<file path="src/hw/rtl/keyed_energy_weighted_time_table_macros.svh">
// Assertion macros for the keyed energy-weighted time table.
`ifndef KEYED_ENERGY_WEIGHTED_TIME_TABLE_MACROS_SVH
`define KEYED_ENERGY_WEIGHTED_TIME_TABLE_MACROS_SVH

// Implication checked at every clock edge outside reset.
`define KEWT_ASSERT(label, clk, rst, prop, msg) \
  label: assert property (@(posedge clk) disable iff (rst) (prop)) else $error(msg);

// Implication checked during reset as well.
`define KEWT_ASSERT_ALWAYS(label, clk, prop, msg) \
  label: assert property (@(posedge clk) (prop)) else $error(msg);

`endif

</file>
<file path="src/hw/rtl/kewt_pkg.sv">
// Package: widths, constants and result type of the keyed energy-weighted time table.
package kewt_pkg;
  localparam int TableDepthDefault = 16;
  localparam logic [31:0] TimeMax = 32'h7FFF_FFFF;
  localparam logic [31:0] Sat32 = 32'hFFFF_FFFF;
  localparam logic ActAdd = 1'b0;
  localparam logic ActClear = 1'b1;

  typedef struct packed {
    logic              action;
    logic [31:0]       particle_id;
    logic signed [31:0] particle_type;
    logic [23:0]       energy;
    logic signed [31:0] hit_time;
  } dep_t;

  typedef struct packed {
    logic [3:0]        entry_index;
    logic              was_new;
    logic              overflow;
    logic [31:0]       entry_energy;
    logic signed [31:0] entry_time;
    logic [4:0]        entry_count;
    logic signed [31:0] first_time;
    logic signed [31:0] mean_time;
    logic [31:0]       total_energy;
  } res_t;

  function automatic logic [31:0] sat_add(input logic [31:0] a, input logic [23:0] b);
    logic [32:0] s;
    s = {1'b0, a} + {9'd0, b};
    return s[32] ? Sat32 : s[31:0];
  endfunction
endpackage

</file>
<file path="src/hw/rtl/kewt_if.sv">
// Valid/ready channel interfaces for deposits and results.
interface kewt_dep_if;
  import kewt_pkg::*;
  logic valid;
  logic ready;
  dep_t data;
  modport source (output valid, output data, input ready);
  modport sink (input valid, input data, output ready);
endinterface

interface kewt_res_if;
  import kewt_pkg::*;
  logic valid;
  logic ready;
  res_t data;
  modport source (output valid, output data, input ready);
  modport sink (input valid, input data, output ready);
endinterface

</file>
<file path="src/hw/rtl/keyed_energy_weighted_time_table.sv">
// Top level of the keyed energy-weighted time table.
//  channel | dir | payload | transaction
//  dep     | in  | dep_t   | one deposit or clear
//  res     | out | res_t   | one result per deposit
// A deposit reads the table one slot per cycle, then runs up to two serial
// divisions (one on a miss, two on a hit); a hit in the last slot is slowest.
// A clear answers in the next cycle.
// Reset empties the table through the fill count.
// The next deposit is held off until the cycle after the result is taken.
module keyed_energy_weighted_time_table #(
  parameter int TABLE_DEPTH = kewt_pkg::TableDepthDefault
) (
  input logic clk,
  input logic rst,
  kewt_dep_if.sink dep,
  kewt_res_if.source res
);
  import kewt_pkg::*;
  `include "keyed_energy_weighted_time_table_macros.svh"

  localparam int IdxW = (TABLE_DEPTH > 1) ? $clog2(TABLE_DEPTH) : 1;
  localparam int CntW = $clog2(TABLE_DEPTH + 1);

  localparam logic [2:0] S_IDLE = 3'd0, S_SCAN = 3'd1, S_DIV1 = 3'd2,
                         S_DIV2 = 3'd3, S_OUT = 3'd4;

  // one memory holds all four stores, entries packed as {key, type, energy, time}
  logic [127:0] mem [TABLE_DEPTH];
  logic [127:0] rd;
  logic [IdxW-1:0] raddr;
  logic         we;
  logic [IdxW-1:0] waddr;
  logic [127:0] wdata;

  logic [2:0]  state;
  dep_t        cur;
  logic [CntW-1:0] used;
  logic [31:0] sum_e, wmean, earliest;
  logic [CntW-1:0] scan;
  logic        rd_pend;
  logic        hit;
  logic [IdxW-1:0] slot;
  logic [31:0] ent_e_old, ent_t_old, ent_type_old;
  logic        b_start, b_done;
  logic [31:0] b_mean, b_w, b_res;
  logic [31:0] ent_t_new;

  always_ff @(posedge clk) begin
    if (we) mem[waddr] <= wdata;
    rd <= mem[raddr];
  end

  kewt_blend u_blend (
    .clk, .rst, .start(b_start), .mean(b_mean), .weight(b_w),
    .t(cur.hit_time), .e(cur.energy), .done(b_done), .result(b_res)
  );

  assign raddr = scan[IdxW-1:0];
  assign dep.ready = (state == S_IDLE) && !res.valid;
  // the entry update starts in the first S_DIV1 cycle, the total update in S_DIV2
  assign b_mean = (state == S_DIV1) ? ent_t_old : wmean;
  assign b_w = (state == S_DIV1) ? ent_e_old : sum_e;

  logic scan_end, scan_hit;
  assign scan_hit = rd_pend && (rd[127:96] == cur.particle_id);
  assign scan_end = !rd_pend && (scan >= used);

  always_ff @(posedge clk) begin
    if (rst) begin
      state <= S_IDLE;
      used <= '0;
      sum_e <= '0;
      wmean <= '0;
      earliest <= TimeMax;
      res.valid <= 1'b0;
      b_start <= 1'b0;
      we <= 1'b0;
      rd_pend <= 1'b0;
    end else begin
      b_start <= ((state == S_SCAN) && (scan_hit || scan_end)) ||
                 ((state == S_DIV1) && b_done);
      we <= (state == S_OUT) && (hit || (used < CntW'(TABLE_DEPTH)));
      if (res.valid && res.ready) res.valid <= 1'b0;
      case (state)
        S_IDLE: begin
          res_t cr;
          if (dep.valid && dep.ready) begin
            cur <= dep.data;
            scan <= '0;
            rd_pend <= 1'b0;
            hit <= 1'b0;
            if (dep.data.action == ActClear) begin
              used <= '0;
              sum_e <= '0;
              wmean <= '0;
              earliest <= TimeMax;
              cr = '0;
              cr.first_time = TimeMax;
              res.data <= cr;
              res.valid <= 1'b1;
            end else begin
              state <= S_SCAN;
            end
          end
        end
        S_SCAN: begin
          if (scan_hit) begin
            hit <= 1'b1;
            slot <= IdxW'(scan - CntW'(1));
            ent_e_old <= rd[63:32];
            ent_t_old <= rd[31:0];
            ent_type_old <= rd[95:64];
            state <= S_DIV1;
          end else if (scan_end) begin
            hit <= 1'b0;
            slot <= used[IdxW-1:0];
            state <= S_DIV2;
          end else if (rd_pend || scan < used) begin
            rd_pend <= (scan < used);
            if (scan < used) scan <= scan + CntW'(1);
          end
        end
        S_DIV1: begin
          if (b_done) begin
            ent_t_new <= b_res;
            state <= S_DIV2;
          end
        end
        S_DIV2: begin
          if (b_done) begin
            wmean <= b_res;
            state <= S_OUT;
          end
        end
        S_OUT: begin
          logic [31:0] ne;
          logic [31:0] new_sum;
          logic [31:0] new_first;
          res_t r;
          ne = sat_add(ent_e_old, cur.energy);
          new_sum = sat_add(sum_e, cur.energy);
          new_first = ($signed(cur.hit_time) < $signed(earliest)) ? cur.hit_time
                                                                  : earliest;
          earliest <= new_first;
          sum_e <= new_sum;
          r = '0;
          r.first_time = new_first;
          r.mean_time = wmean;
          r.total_energy = new_sum;
          r.entry_index = 4'(slot);
          r.entry_count = 5'(used);
          if (hit) begin
            waddr <= slot;
            wdata <= {cur.particle_id, ent_type_old, ne, ent_t_new};
            r.entry_energy = ne;
            r.entry_time = ent_t_new;
          end else if (used < CntW'(TABLE_DEPTH)) begin
            waddr <= slot;
            wdata <= {cur.particle_id, cur.particle_type, 8'd0, cur.energy,
                      cur.hit_time};
            used <= used + CntW'(1);
            r.entry_count = 5'(used + CntW'(1));
            r.was_new = 1'b1;
            r.entry_energy = {8'd0, cur.energy};
            r.entry_time = cur.hit_time;
          end else begin
            // table full: only the totals move
            r.overflow = 1'b1;
            r.entry_index = '0;
          end
          res.data <= r;
          res.valid <= 1'b1;
          state <= S_IDLE;
        end
        default: state <= S_IDLE;
      endcase
    end
  end

  `KEWT_ASSERT(a_count_bound, clk, rst, used <= CntW'(TABLE_DEPTH), "fill count over depth")
  `KEWT_ASSERT(a_no_accept_busy, clk, rst, (state != S_IDLE) |-> !dep.ready, "ready while busy")
  `KEWT_ASSERT(a_res_flags, clk, rst, res.valid |-> !(res.data.was_new && res.data.overflow), "new and overflow together")
  `KEWT_ASSERT_ALWAYS(a_reset_idle, clk, rst |=> (state == S_IDLE && !res.valid), "not idle after reset")
endmodule

</file>
<file path="src/hw/rtl/kewt_blend.sv">
// Weighted mean update unit: m + trunc((t - m) * e / (w + e)), restoring division.
module kewt_blend (
  input  logic        clk,
  input  logic        rst,
  input  logic        start,
  input  logic [31:0] mean,
  input  logic [31:0] weight,
  input  logic [31:0] t,
  input  logic [23:0] e,
  output logic        done,
  output logic [31:0] result
);
  import kewt_pkg::*;
  // |delta| < 2^33, times e < 2^24 -> < 2^57
  localparam int NumW = 57;
  localparam int DivW = 33;

  logic [NumW-1:0] quo;
  logic [DivW:0]   rem;
  logic [DivW-1:0] div;
  logic [5:0]      cnt;
  logic            busy;
  logic            neg;
  logic [31:0]     base;
  logic [32:0]     mag;
  logic [32:0]     delta;
  logic [DivW:0]   rem_sh;
  logic [DivW:0]   rem_sub;
  logic [NumW-1:0] prod;
  logic [32:0]     sdelta;

  assign delta = {t[31], t} - {mean[31], mean};
  assign mag = delta[32] ? (~delta + 33'd1) : delta;
  assign prod = {24'd0, mag} * {33'd0, e};
  assign rem_sh = {rem[DivW-1:0], quo[NumW-1]};
  assign rem_sub = rem_sh - {1'b0, div};
  assign sdelta = neg ? (~{quo[32:0]} + 33'd1) : quo[32:0];

  always_ff @(posedge clk) begin
    if (rst) begin
      busy <= 1'b0;
      done <= 1'b0;
    end else begin
      done <= 1'b0;
      if (start) begin
        busy <= 1'b1;
        cnt  <= 6'(NumW);
        div  <= {1'b0, weight} + {9'd0, e};
        quo  <= prod;
        rem  <= '0;
        neg  <= delta[32];
        base <= mean;
      end else if (busy) begin
        if (div == '0) begin
          busy   <= 1'b0;
          done   <= 1'b1;
          result <= base;
        end else if (cnt == 6'd0) begin
          busy   <= 1'b0;
          done   <= 1'b1;
          result <= base + sdelta[31:0];
        end else begin
          cnt <= cnt - 6'd1;
          if (!rem_sub[DivW]) begin
            rem <= rem_sub;
            quo <= {quo[NumW-2:0], 1'b1};
          end else begin
            rem <= rem_sh;
            quo <= {quo[NumW-2:0], 1'b0};
          end
        end
      end
    end
  end
endmodule
</file>
<file path="src/flat_wrapper.sv">
// flat-port wrapper written by rule: the top's interface ports become plain ports
module keyed_energy_weighted_time_table_flat import kewt_pkg::*;
#(
  parameter int TABLE_DEPTH = kewt_pkg::TableDepthDefault
)
  (clk, rst, dep_valid, dep_data, dep_ready, res_valid, res_data, res_ready);
  kewt_dep_if dep_i ();
  kewt_res_if res_i ();
  input logic clk;
  input logic rst;
  input wire logic [$bits(dep_i.valid)-1:0] dep_valid;
  input wire logic [$bits(dep_i.data)-1:0] dep_data;
  output wire logic [$bits(dep_i.ready)-1:0] dep_ready;
  output wire logic [$bits(res_i.valid)-1:0] res_valid;
  output wire logic [$bits(res_i.data)-1:0] res_data;
  input wire logic [$bits(res_i.ready)-1:0] res_ready;
  assign dep_i.valid = dep_valid;
  assign dep_i.data = dep_data;
  assign dep_ready = dep_i.ready;
  assign res_valid = res_i.valid;
  assign res_data = res_i.data;
  assign res_i.ready = res_ready;
  keyed_energy_weighted_time_table #(.TABLE_DEPTH(TABLE_DEPTH)) u_core (.clk(clk), .rst(rst), .dep(dep_i), .res(res_i));
endmodule
</file>
<file path="config.mk">
export PLATFORM = sky130hd
export DESIGN_NAME = keyed_energy_weighted_time_table_flat
export DESIGN_NICKNAME = d
export VERILOG_FILES = /design/src/hw/rtl/kewt_pkg.sv /design/src/hw/rtl/kewt_if.sv /design/src/hw/rtl/keyed_energy_weighted_time_table.sv /design/src/hw/rtl/kewt_blend.sv /design/src/flat_wrapper.sv
export VERILOG_INCLUDE_DIRS = /design/src /design/src/hw/rtl
export SDC_FILE = /design/constraint.sdc
export NUM_CORES = 2
export LEC_CHECK = 0
export BUFFER_PORTS_ARGS = -buffer_cell sky130_fd_sc_hd__buf_2
export CAP_MARGIN = 20
export CORE_ASPECT_RATIO = 1.4
export CORE_MARGIN = 2
export CORE_UTILIZATION = 50
export DETAILED_ROUTE_END_ITERATION = 16
export GPL_TIMING_DRIVEN = 1
export MAX_ROUTING_LAYER = met4
export PLACE_DENSITY_LB_ADDON = 0.08
export SLEW_MARGIN = 0
export SYNTH_ARGS = -nofsm -noshare
export SYNTH_HDL_FRONTEND = slang
export SYNTH_SLANG_ARGS = --single-unit
</file>
<file path="constraint.sdc">
create_clock -name clk -period 13.6 [get_ports clk]
set_input_delay 0.68 -clock clk [delete_from_list [all_inputs] [get_ports clk]]
set_output_delay 0.68 -clock clk [all_outputs]
set_load 0.05 [all_outputs]
</file>
==> impl_metrics.toml <==
[run_status]
status = "complete, no violations"

[logic_synthesis]
synth_top_family_by_area = "adder cells"
yosys.area_share.adder = 0.145
synth-seq-cells = 2401
synth_area_leaders = "edfxtp_1 51%, fa_1 11%, ha_1 3.7%"
synth-compound-area-share = 0.0794
synth.most_common_cell = "edfxtp_1"
synth_mux_area_frac = 0.0831
synthesis.nets = 11200
synth_flop_cell = "edfxtp_1"
yosys_warnings = 0
yosysSeqAreaShare = 0.545
syn_area_mm2 = 0.129
synth.largest_area_cell = "edfxtp_1"
synth_cell_types = 101
synthTopCellsByCount = "2195 x edfxtp_1, 1003 x inv_1, 955 x nand2_1"
syn_inst = 9997
syn_area_per_cell_um2 = 12.9
async_flop_share = 0
synth-simple-area-share = 0.0813
synth-xor-area-share = 0.0210
synth_edf_count = 2195
yosys.area.top_type_share = 0.513

[global_route]
grt_remaining_overflow = 0
grt_max_degree = 125
track_usage = 0.304
antenna_found_initial = 24
grt_pass1_vias = 84200
grt_first_pass_wirelength_um = 562000

[drt]
drt_wl_total_um = 386000
drt-wirelength-per-cell_um = 27.9
drc = 0
first_pass_iters = 8
num_vias = 82000
drtAntennaViolNets = 0
via_per_inst = 5.93
drt_iter0_markers = 6818

[finish]
syn_to_final_growth_pct = 11.2
drive_gt1_frac = 0.127
nets = 11500

[clock_tree]
cts_made_buffers = 231
cts.sinks = 2401
clk_path_buf_depth = 4
worstSkewPairLatency_ps = 930
path_clk_slew_ps = 60
root_buffer = "clkbuf_16"
htreeDepth = 4
tritoncts = "yes"
post_cts_buffers = 0

[sta]
hold_viol = 0
slew_violations = 0
final-setup-viol-count = 0
post-route-min-period_ps = 12870
worstMarginPinSlew_ps = 1150
timing.final.crit_share = 0.947
finalClockSkew_ps = 99.9
rsz0062_at_grt = "false"
clock.fmax_mhz = 77.7
max_slew_margin = 0.231
finalSetupTns_ps = 0

[placement]
gp_congestion = 0.983
port_buffers = 265
hpwlAfterDp_um = 260000

[floorplanning]
io_pins = 298
start_util = 0.502
die_h_um = 604
coreArea_mm2 = 0.256
rows = 220
die_area_mm2 = 0.261
fp.dieW_um = 432

[job]
cap_violations = 0

[worst_setup_path]
cp-end-kind = "flip-flop"
worstPathArrival_ps = 13440
worst-setup-path-type = "flip-flop to flip-flop"
start_kind = "flip-flop"
cpPeakStageDelay_ps = 710
slowest_stage = "o211ai_1"
cp_max_fo = 27
cp_data_required_time_ps = 14160
crit_path_frequent_cell = "fa_1"

[hold_path]
hold_class = "input port to flip-flop"
==> kinds of logic after synthesis <==
kind of cell	Yosys count
AO/OA/AOI/OAI	1611
adder cells (fa/ha/maj)	1083
XOR/XNOR	308
buffers and inverters	1525
AND/OR/NAND/NOR	2263
multiplexers	806
flip-flops	2401
==> layout make-up <==
| class | instances | area (um^2) |
|---|---|---|
| diodes | 14 | 35.0 |
| clock buffers | 307 | 6340 |
| clock inverters | 118 | 1290 |
| fillers | 20900 | 113000 |
| inverters | 1007 | 3780 |
| multi-input cells | 6071 | 53200 |
| flip-flops and latches | 2401 | 70000 |
| well taps | 3330 | 4170 |
| repair buffers | 586 | 4040 |
==> per-layer routing <==
metal  track usage  up-vias  part of all wire
met1         0.365    42000              0.38
met3        0.0365      899             0.060
met5             -        -                 0
met4         0.152        0             0.059
met2         0.509     2919              0.50
li1              -    36200                 -
==> state kept, by name, summed over array words and instances, names as in the netlist, 6 cells and up <==
| name | flops |
|---|---|
| u_core.mem | 1536 |
| u_core.res.data | 171 |
| u_core.u_blend.div | 33 |
| u_core.wdata | 96 |
| u_core.ent_t_new | 32 |
| u_core.u_blend.rem | 33 |
| u_core.ent_t_old | 32 |
| u_core.rd | 96 |
| u_core.u_blend.base | 32 |
| u_core.u_blend.cnt | 6 |
| u_core.sum_e | 32 |
| u_core.earliest | 32 |
| u_core.ent_e_old | 32 |
| u_core.u_blend.result | 32 |
| u_core.cur | 88 |
| u_core.u_blend.quo | 57 |
| u_core.wmean | 32 |
==> path summary, 6_finish.rpt <==
kind,startpoint,endpoint,slack [ps],cells past startpoint
min,dep_data[115],u_core.cur[115]$_DFFE_PP_,50,1
max reg2reg,u_core.state[1]$_SDFFE_PP0P_,u_core.u_blend.quo[53]$_DFFE_PP_,730,41
min reg2reg,u_core.rd[42]$_DFF_P_,u_core.ent_e_old[10]$_DFFE_PP_,400,0
max,u_core.state[1]$_SDFFE_PP0P_,u_core.u_blend.quo[53]$_DFFE_PP_,730,41
==> worst max-delay path, delay by kind of cell, from the launching register on <==
kind | cells | cell delay (ps)
muxes | 1 | 450
buffers and inverters | 8 | 1290
adders and majority gates | 9 | 3880
AOI/OAI and AO/OA | 17 | 5090
xor gates and xnor gates | 1 | 270
and+or+nand+nor | 5 | 1240
DFF | 1 | 320
==> through the flow <==
| stage | cells | area, um^2 | hold WS, ps | util | worst slack, ps |
|---|---|---|---|---|---|
| final | 13800 | 143000 | 50.3 | 0.558 | 726 |
| after global routing | 13800 | 143000 | 2.56 | 0.558 | 132 |
| after CTS | 13800 | 143000 | 4.01 | 0.558 | 743 |
| after detailed placement | 13300 | 134000 | 389 | 0.525 | 776 |
| after global placement | 13300 | 134000 | 388 | 0.525 | 598 |
| after floorplan | 9997 | 129000 | 386 | - | 1940 |
==> cell usage in the layout (no fill, tap or decap), types with 233 or more instances in the layout <==
cell       instances
ha_1             385
buf_2            264
mux2i_1          462
nand2_1          953
buf_4            234
o21ai_0          450
a21oi_1          443
nor2_1           469
inv_1           1002
edfxtp_1        2195
fa_1             685
clkbuf_16        233
==> what timing repair did <==
action,4_1_cts,5_1_grt
hold buffers,80,0
setup endpoints to repair,0,1
resized for setup,0,1
hold endpoints to repair,80,0
Power is left out: the tool's default activity adds up to more than one toggle a clock period on the data nets, which glitch-free logic cannot reach.
